===== src/hw/rtl/vpmc_pkg.sv =====
// Shared constants, codes and types of the pixel model classifier.
package vpmc_pkg;

	localparam int NUM_SAMPLES = 20;
	localparam int MAX_PIXELS  = 131072;
	localparam int PIX_AW      = $clog2(MAX_PIXELS);

	localparam int ACTION_W   = 2;
	localparam int PIXEL_W    = 17;
	localparam int VALUE_W    = 8;
	localparam int SLOT_W     = 5;
	localparam int RADIUS_W   = 8;
	localparam int MINM_W     = 5;
	localparam int CFG_IDX_W  = 1;
	localparam int CFG_DATA_W = 8;

	localparam int CNT_W     = $clog2(NUM_SAMPLES + 1);
	localparam int GRP_SIZE  = 8;
	localparam int NUM_GRPS  = (NUM_SAMPLES + GRP_SIZE - 1) / GRP_SIZE;
	localparam int GRP_CNT_W = $clog2(GRP_SIZE + 1);

	localparam logic [RADIUS_W-1:0] RADIUS_RESET = 8'd20;
	localparam logic [MINM_W-1:0]   MINM_RESET   = 5'd2;

	typedef enum logic [ACTION_W-1:0] {
		ACT_INIT    = 2'd0,
		ACT_DETECT  = 2'd1,
		ACT_REPLACE = 2'd2
	} action_t;

	typedef enum logic [CFG_IDX_W-1:0] {
		REG_MATCH_RADIUS = 1'b0,
		REG_MIN_MATCHES  = 1'b1
	} cfg_reg_t;

	typedef logic [NUM_SAMPLES-1:0][VALUE_W-1:0] sample_row_t;
	typedef logic [NUM_SAMPLES-1:0]              sample_mask_t;
	typedef logic [NUM_GRPS-1:0][GRP_CNT_W-1:0]  grp_cnt_t;

	typedef struct packed {
		logic               rd_en;
		sample_mask_t       wr_en;
		logic [PIX_AW-1:0]  addr;
		logic [VALUE_W-1:0] wr_value;
	} mem_req_t;

endpackage


===== src/hw/rtl/vpmc_count_stage.sv =====
// Count stage: population count of the match bits in groups of eight.
module vpmc_count_stage (
	input  logic                   clk,
	input  logic                   load,
	input  vpmc_pkg::sample_mask_t match_s3,
	output vpmc_pkg::grp_cnt_t     grp_cnt_s4
);
	import vpmc_pkg::*;

	localparam int PAD_W = NUM_GRPS * GRP_SIZE;

	logic [PAD_W-1:0] padded;
	grp_cnt_t         grp_cnt;

	always_comb begin
		padded = PAD_W'(match_s3);
		for (int g = 0; g < NUM_GRPS; g++) begin
			grp_cnt[g] = '0;
			for (int b = 0; b < GRP_SIZE; b++) begin
				grp_cnt[g] = grp_cnt[g] + GRP_CNT_W'(padded[g * GRP_SIZE + b]);
			end
		end
	end

	always_ff @(posedge clk) begin
		if (load) begin
			grp_cnt_s4 <= grp_cnt;
		end
	end

endmodule


===== config.mk =====
export PLATFORM = sky130hd
export DESIGN_NAME = vpmc_count_stage
export DESIGN_NICKNAME = d
export VERILOG_FILES = /design/src/hw/rtl/vpmc_pkg.sv /design/src/hw/rtl/vpmc_count_stage.sv
export SDC_FILE = /design/constraint.sdc
export NUM_CORES = 1
export LEC_CHECK = 0
export ABC_CLOCK_PERIOD_IN_PS = 3900
export BUFFER_PORTS_ARGS = -buffer_cell sky130_fd_sc_hd__buf_2
export CORE_MARGIN = 10
export CORE_UTILIZATION = 48
export CTS_BUF_LIST = sky130_fd_sc_hd__clkbuf_4 sky130_fd_sc_hd__clkbuf_8
export DETAILED_ROUTE_END_ITERATION = 8
export HOLD_SLACK_MARGIN = 0.12
export PLACE_DENSITY = 0.87
export SLEW_MARGIN = 20
export SYNTH_ARGS = -nofsm -noshare
export SYNTH_HDL_FRONTEND = slang
export SYNTH_SLANG_ARGS = --single-unit

===== constraint.sdc =====
create_clock -name clk -period 3.9 [get_ports clk]
set_input_delay 0.39 -clock clk [delete_from_list [all_inputs] [get_ports clk]]
set_output_delay 0.39 -clock clk [all_outputs]
set_load 0.01 [all_outputs]

==> qor.txt, run 1 <==
outcome -> complete, no violations
register area share after synthesis -> 42.6%
Root Driver -> clkbuf_4
Worst Hold Class -> input port to flop
Post-synth top flop -> edfxtp_1
drt first pass iters -> 4
final worst path period need -> 2.76 ns
maxcap violations -> 0
CP peak stage delay -> 0.52 ns
DRT Wirelength -> 1480 um
Starting DRT DRC Count -> 9
cell area after layout -> 977 um2
clock edge transition at the registers on the reported setup and hold paths -> 0.06 ns
post-synthesis area per instance -> 11.7 um2
Combinational Power Share -> 36.9%
syn nets -> 105
Ports -> 34
Worst VDD drop -> 146 uV
count of pins over their slew limit -> 0
remaining antenna violation count -> 0
Synth async-reset ratio -> 0%
Crit Path Max Fanout -> 2
DP HPWL -> 1390 um
placed cell areas -> 947 um2
switching power -> 0.122 mW
crit path buf inv count -> 4
Hold Buf Count CTS -> 0
post-synth top area cell -> edfxtp_1
RSZ-0062 raised after global routing -> no
final net count -> 141
post-CTS sizing -> 0
crit path DAT -> 2.78 ns
Int Pwr -> 0.279 mW
placer congestion estimate -> 0.722
DRC Markers -> 0
Peak Freq -> 362 MHz
setup TNS -> 0 ns
max reg flops -> 11
num rows -> 14
share of cells above drive strength 1 -> 35.6%
largest net degree at the start of global routing -> 12
Startpoint Class -> input port
CP max-delay cell -> fa_1
Die X -> 60.2 um
Largest delay share family, worst path -> adder cells
Mapped Cells -> 66
number of antenna violations at the first check in global routing -> 0
Final setup violation count -> 0
Crit path top cell by count -> fa_1
# diodes -> 0
largest registers -> grp_cnt_s4 x11
Power Density -> 410 mW/mm2
setup ws final -> 1.14 ns
Synth Cell Area -> 774 um2
number of synthesized flops with an enable pin -> 11
clk buf depth -> 2
CTS H-tree lvls -> 1
Via density -> 4.61
Largest Register -> grp_cnt_s4
Synth top area share -> 42.6%
Die Area -> 0.00362 mm2
CORE AREA -> 0.00152 mm2
area grow syn2layout -> 26.2%
count leader, synth -> inv_1
cts bufs inserted -> 3
Placed Cells -> 113
Die Height -> 60.2 um
all-layer global routing usage -> 8.83%
vias -> 539
yosys warns -> 0
Port Buffers -> 32
CP Capture Type -> flop
Netlist cell types -> 9
initial core utilization -> 50.8%
WS Path Type -> input port to flop
clk sinks -> 11
post-DR wirelength/cell -> 12.6 um
dpl ws -> 0.840 ns
crit path cell chain -> buf_2, fa_1, inv_1, fa_1, fa_1, inv_1, ha_1, inv_1, fa_1, xnor2_1
Worst Path Required -> 3.92 ns
worst hold margin -> 0.425 ns
period utilization -> 70.8%
CTS tree -> yes
Synth Register Bits -> 11
Pleak -> 0.547 nW
first-pass GRT wire length -> 2420 um
Fin. Hold Viols -> 0
postcts setup bufs -> 0
Seq pwr share -> 42.8%
number of global-route vias before repair -> 589
ranking of synthesized cells by area -> edfxtp_1 43%, fa_1 23%, inv_1 15%
Post-synth top cells -> 30 x inv_1, 11 x edfxtp_1, 9 x fa_1, 8 x ha_1
Switching Fraction -> 30.3%
total grt overflow -> 0
final std cells w/o fill -> 117
part of the power in the clock network -> 20.4%
-- power by group through the flow --
| stage | logic, mW | registers [mW] | clock network (mW) |
|---|---|---|---|
| 2_1_floorplan | 0.0766 | 0.189 | 0 |
| 4_1_cts | 0.153 | 0.172 | 0.0847 |
| 5_1_grt | 0.171 | 0.174 | 0.0919 |
| 3_3_place_gp | 0.137 | 0.173 | 0 |
| 3_5_place_dp | 0.152 | 0.175 | 0 |
| 6_report | 0.148 | 0.172 | 0.0817 |
-- through the flow --
stage          utilization [%]  total power, mW
3_5_place_dp              62.2            0.327
4_1_cts                   64.1            0.410
5_1_grt                   64.1            0.437
2_1_floorplan                -            0.266
6_report                  64.1            0.401
3_3_place_gp              62.2            0.311
-- layout make-up --
type,instances,area [um2]
multi-input cells,24,324
clock buffers,4,30.0
flip-flops and latches,11,330
well taps,16,20.0
inverters,30,113
fillers,126,547
repair buffers,32,160
-- kinds of logic (layout without fill, tap and decap cells) --
| group | after synthesis | count (layout) | share of synthesized area [%] |
|---|---|---|---|
| buf+inv | 31 | 66 | 15.5 |
| fa+ha+maj | 17 | 17 | 36.2 |
| xor+xnor | 2 | 2 | 2.26 |
| flops | 11 | 11 | 42.6 |
| simple gates | 2 | 2 | 1.62 |
| other cells | 1 | 1 | 0.484 |
| compound gates | 2 | 2 | 1.29 |
-- cell usage in the layout (no fill, tap or decap) --
| master | n |
|---|---|
| a21oi_1 | 2 |
| buf_2 | 32 |
| ha_1 | 8 |
| nor2b_1 | 2 |
| edfxtp_1 | 11 |
| inv_1 | 30 |
| conb_1 | 1 |
| fa_1 | 9 |
| xnor2_1 | 2 |
| clkbuf_4 | 4 |
-- worst paths after layout --
kind | startpoint | to | depth (start not counted)
max | match_s3[8] | grp_cnt_s4[6]$_DFFE_PP_ | 10
min | match_s3[18] | grp_cnt_s4[8]$_DFFE_PP_ | 2
-- layer usage --
metal,global-route usage (%),part of all wire [%],vias to the layer above
li1,-,-,259
met1,8.70,33,250
met2,15.3,51,26
met4,4.81,2.2,0
met3,3.60,13,4
met5,0,0,-
Power figures use the tool's default switching activity.
==> run 2: changes to the inputs <==
--- a/config.mk
+++ b/config.mk
@@ -5,14 +5,14 @@
 export SDC_FILE = /design/constraint.sdc
 export NUM_CORES = 1
 export LEC_CHECK = 0
-export ABC_CLOCK_PERIOD_IN_PS = 3900
+export ABC_CLOCK_PERIOD_IN_PS = 2220
 export BUFFER_PORTS_ARGS = -buffer_cell sky130_fd_sc_hd__buf_2
 export CORE_MARGIN = 10
-export CORE_UTILIZATION = 48
+export CORE_UTILIZATION = 43
 export CTS_BUF_LIST = sky130_fd_sc_hd__clkbuf_4 sky130_fd_sc_hd__clkbuf_8
 export DETAILED_ROUTE_END_ITERATION = 8
 export HOLD_SLACK_MARGIN = 0.12
-export PLACE_DENSITY = 0.87
+export PLACE_DENSITY = 0.83
 export SLEW_MARGIN = 20
 export SYNTH_ARGS = -nofsm -noshare
 export SYNTH_HDL_FRONTEND = slang
==> constraint.sdc (replaced) <==
create_clock -name clk -period 2.22 [get_ports clk]
set_input_delay 0.222 -clock clk [delete_from_list [all_inputs] [get_ports clk]]
set_output_delay 0.222 -clock clk [all_outputs]
set_load 0.01 [all_outputs]
==> qor.txt, run 2 (synthesized netlist as in run 1, its figures left out) <==
post-DR wirelength/cell -> 12.8 um
Pleak -> 0.568 nW
CP Capture Type -> flop
Largest delay share family, worst path -> adder cells
Via density -> 4.15
clk sinks -> 11
CTS tree -> yes
most frequent cells in the layout -> 30 x buf_2, 22 x inv_1, 11 x edfxtp_1
violated checks -> setup timing
cts bufs inserted -> 3
Crit Path Max Fanout -> 2
Port Buffers -> 32
max reg flops -> 11
maxcap violations -> 0
total grt overflow -> 0
DRC Markers -> 0
WS Path Type -> input port to flop
largest registers -> grp_cnt_s4 x11
Final setup violation count -> 6
all-layer global routing usage -> 9.16%
commonest non-fill, non-tap cell in the layout -> buf_2
CTS H-tree lvls -> 1
clk buf depth -> 2
Worst Path Required -> 2.24 ns
Root Driver -> clkbuf_4
remaining antenna violation count -> 0
Ports -> 34
CORE AREA -> 0.00173 mm2
final std cells w/o fill -> 130
CP peak stage delay -> 0.54 ns
cell area after layout -> 0.00109 mm2
clock edge transition at the registers on the reported setup and hold paths -> 0.07 ns
register area -> 330 um2
# fillers -> 144
Crit path top cell by count -> inv_2
initial core utilization -> 44.9%
Die X -> 62.4 um
Multi-input gate area -> 364 um2
period utilization -> 118%
drt first pass iters -> 4
placer congestion estimate -> 0.658
setup ws final -> -0.398 ns
Die Area -> 0.00390 mm2
crit path cell chain -> buf_6, fa_1, inv_2, fa_1, fa_2, inv_2, ha_4, inv_2, fa_2, inv_1
crit path DAT -> 2.64 ns
share of cells above drive strength 1 -> 52.4%
Startpoint Class -> input port
placed cell areas -> 968 um2
Peak Freq -> 382 MHz
first-pass GRT wire length -> 2860 um
CP max-delay cell -> fa_1
# diodes -> 0
Worst Hold Class -> input port to flop
number of global-route vias before repair -> 621
area grow syn2layout -> 40.5%
vias -> 539
DRT Wirelength -> 1660 um
worst hold margin -> 0.260 ns
num rows -> 15
Largest Register -> grp_cnt_s4
count of pins over their slew limit -> 0
crit path buf inv count -> 5
Worst VDD drop -> 281 uV
Power Density -> 725 mW/mm2
Starting DRT DRC Count -> 2
Die Height -> 62.4 um
DP HPWL -> 1380 um
final worst path period need -> 2.62 ns
outcome -> finished, violations left
Fin. Hold Viols -> 0
number of antenna violations at the first check in global routing -> 0
Hold Buf Count CTS -> 0
Placed Cells -> 123
final net count -> 145
largest net degree at the start of global routing -> 12
Total Power -> 0.789 mW
RSZ-0062 raised after global routing -> yes
## run 2: final cells by class
cell class | count | area share, %
Clock buffer | 4 | 2.76
Inverter | 30 | 10.6
Multi-Input combinational cell | 24 | 33.4
Sequential cell | 11 | 30.3
Tap cell | 25 | 2.87
Timing Repair Buffer | 36 | 20.0
## run 2: path summary, 6_finish.rpt
path	startpoint	end	slack [ns]	depth (start not counted)
setup / recovery	match_s3[8]	grp_cnt_s4[5]$_DFFE_PP_	-0.40	10
hold / removal	match_s3[18]	grp_cnt_s4[8]$_DFFE_PP_	0.26	2
## run 2: what timing repair did
item	4_1_cts	5_1_grt
buffers inserted	3	1
pin swaps	2	3
gates resized for setup	18	5
setup endpoints to repair	6	6
## run 2: power breakdown
group | switching (mW) | internal, mW
sequential | 0.00921 | 0.292
clock | 0.0596 | 0.0816
combinational | 0.174 | 0.173
## run 2: per-stage QoR
step           setup TNS (ns)  worst slack, ns  util (%)
3_3_place_gp            -3.17           -0.569      56.1
2_1_floorplan           -1.92           -0.439         -
6_report                -1.71           -0.398      63.0
5_1_grt                 -2.03           -0.454      63.0
4_1_cts                 -1.59           -0.350      62.7
3_5_place_dp            -3.70           -0.672      56.1
## run 2: per-layer routing
layer / track usage [%] / share of wire, % / vias up
met1: 7.89 / 34 / 255
li1: - / - / 264
met3: 3.41 / 7.2 / 2
met5: 0 / 0 / -
met2: 17.9 / 58 / 18
met4: 4.19 / 0.54 / 0
==> run 3: changes to the inputs <==
--- a/config.mk
+++ b/config.mk
@@ -5,14 +5,17 @@
 export SDC_FILE = /design/constraint.sdc
 export NUM_CORES = 1
 export LEC_CHECK = 0
+export ABC_AREA = 1
 export ABC_CLOCK_PERIOD_IN_PS = 2220
 export BUFFER_PORTS_ARGS = -buffer_cell sky130_fd_sc_hd__buf_2
 export CORE_MARGIN = 10
-export CORE_UTILIZATION = 43
+export CORE_UTILIZATION = 44
 export CTS_BUF_LIST = sky130_fd_sc_hd__clkbuf_4 sky130_fd_sc_hd__clkbuf_8
 export DETAILED_ROUTE_END_ITERATION = 8
+export GPL_ROUTABILITY_DRIVEN = 0
 export HOLD_SLACK_MARGIN = 0.12
-export PLACE_DENSITY = 0.83
+export PLACE_DENSITY = 0.84
+export SETUP_SLACK_MARGIN = 0.3
 export SLEW_MARGIN = 20
 export SYNTH_ARGS = -nofsm -noshare
 export SYNTH_HDL_FRONTEND = slang
==> qor.txt, run 3 <==
outcome -> finished, violations left
violated checks -> setup timing
number of synthesized flops with an enable pin -> 11
number of antenna violations at the first check in global routing -> 0
largest net degree at the start of global routing -> 12
vias -> 615
clk buf depth -> 2
Port Buffers -> 32
maxcap violations -> 0
Via density -> 4.36
Synth top area share -> 41.4%
Root Driver -> clkbuf_4
Peak Freq -> 384 MHz
CORE AREA -> 0.00173 mm2
final net count -> 156
total grt overflow -> 0
setup ws final -> -0.384 ns
Power Density -> 708 mW/mm2
post-synth top area cell -> edfxtp_1
Mapped Cells -> 76
Die Height -> 62.6 um
final worst path period need -> 2.60 ns
Total Power -> 0.808 mW
DRT Wirelength -> 2010 um
Synth Cell Area -> 797 um2
placed cell areas -> 0.00102 mm2
Die X -> 62.6 um
CTS tree -> yes
DRC Markers -> 0
# diodes -> 0
post-DR wirelength/cell -> 14.2 um
Ports -> 34
clk sinks -> 11
yosys warns -> 0
Die Area -> 0.00391 mm2
post-synthesis area per instance -> 10.5 um2
syn nets -> 115
DP HPWL -> 1580 um
most frequent cells in the layout -> 29 x buf_2, 26 x inv_1, 11 x edfxtp_1
count of pins over their slew limit -> 0
max reg flops -> 11
Hold Buf Count CTS -> 0
Startpoint Class -> input port
CP Capture Type -> flop
number of global-route vias before repair -> 749
Largest Register -> grp_cnt_s4
Worst Hold Class -> input port to flop
register area share after synthesis -> 41.4%
crit path DAT -> 2.64 ns
share of cells above drive strength 1 -> 49.1%
initial core utilization -> 46.2%
Final setup violation count -> 6
RSZ-0062 raised after global routing -> yes
commonest non-fill, non-tap cell in the layout -> buf_2
cell area after layout -> 0.00114 mm2
period utilization -> 117%
clock edge transition at the registers on the reported setup and hold paths -> 0.07 ns
Synth async-reset ratio -> 0%
Core Util, Final -> 66.1%
remaining antenna violation count -> 0
Post-synth top cells -> 34 x inv_1, 11 x edfxtp_1, 10 x nand2_1, 9 x fa_1, 8 x ha_1
cts bufs inserted -> 3
Synth Register Bits -> 11
CTS H-tree lvls -> 1
WS Path Type -> input port to flop
Worst Path Required -> 2.26 ns
Crit Path Max Fanout -> 2
Fin. Hold Viols -> 0
first-pass GRT wire length -> 3280 um
setup TNS -> -1.71 ns
Pleak -> 0.619 nW
Worst VDD drop -> 314 uV
drt first pass iters -> 3
ranking of synthesized cells by area -> edfxtp_1 41%, fa_1 23%, inv_1 16%
largest registers -> grp_cnt_s4 x11
all-layer global routing usage -> 10.5%
count leader, synth -> inv_1
Post-synth top flop -> edfxtp_1
area grow syn2layout -> 43.2%
Starting DRT DRC Count -> 14
num rows -> 15
Netlist cell types -> 8
## run 3: changes by cell type after synthesis, sizes merged
cell,change
a21oi,-2
inv,+4
nor2b,-2
xnor2,-2
nand3,+2
nand2,+10
## run 3: metrics by stage
stage	setup slack, ns	hold WS (ns)	instances
2_1_floorplan	-0.440	0.334	76
3_3_place_gp	-0.596	0.521	133
3_5_place_dp	-0.667	0.534	133
4_1_cts	-0.333	0.251	139
5_1_grt	-0.437	0.243	141
6_report	-0.384	0.256	141
## run 3: timing repair
item,CTS,global route
gates resized for setup,16,6
pin swaps,2,5
buffers inserted,2,2
endpoints found under the setup margin,8,8
cloned,0,0
## run 3: path summary, 6_finish.rpt
check                        start                 endpoint  slack, ns  depth (start not counted)
worst max-delay path   match_s3[8]  grp_cnt_s4[5]$_DFFE_PP_      -0.38                         10
worst min-delay path  match_s3[18]  grp_cnt_s4[8]$_DFFE_PP_       0.26                          2
## run 3: worst max-delay path: stages
cell,delay (ns)
buf_6,0.10
fa_1,0.53
inv_1,0.06
fa_1,0.50
fa_2,0.44
inv_2,0.08
ha_4,0.13
inv_2,0.04
fa_2,0.52
inv_2,0.03
## run 3: cell type report
| type | instances | area [um2] |
|---|---|---|
| fillers | 116 | 586 |
| multi-input cells | 30 | 377 |
| flip-flops and latches | 11 | 330 |
| repair buffers | 37 | 235 |
| inverters | 34 | 138 |
| well taps | 25 | 31.3 |
| clock buffers | 4 | 30.0 |
## run 3: per-layer routing
layer / vias up / wire, um / track usage [%]
met5: - / 0 / 0
met4: 0 / 19 / 4.19
met3: 2 / 119 / 3.41
met2: 22 / 1180 / 21.2
met1: 299 / 691 / 9.17
li1: 292 / - / -
## run 3: kinds of logic (layout without fill, tap and decap cells)
logic type	after synthesis	after routing	share of synthesized area (%)
adder cells (fa/ha/maj)	17	17	35.2
buffers and inverters	35	75	17.0
flip-flops	11	11	41.4
other	1	1	0.471
AND/OR/NAND/NOR	12	12	5.97
## run 3: power breakdown
part           leakage (nW)  total (mW)  switching, mW  internal, mW
combinational         0.494       0.360          0.184         0.176
sequential            0.107       0.300         0.0104         0.290
clock                0.0184       0.148         0.0664        0.0818
total                 0.619       0.808          0.261         0.547
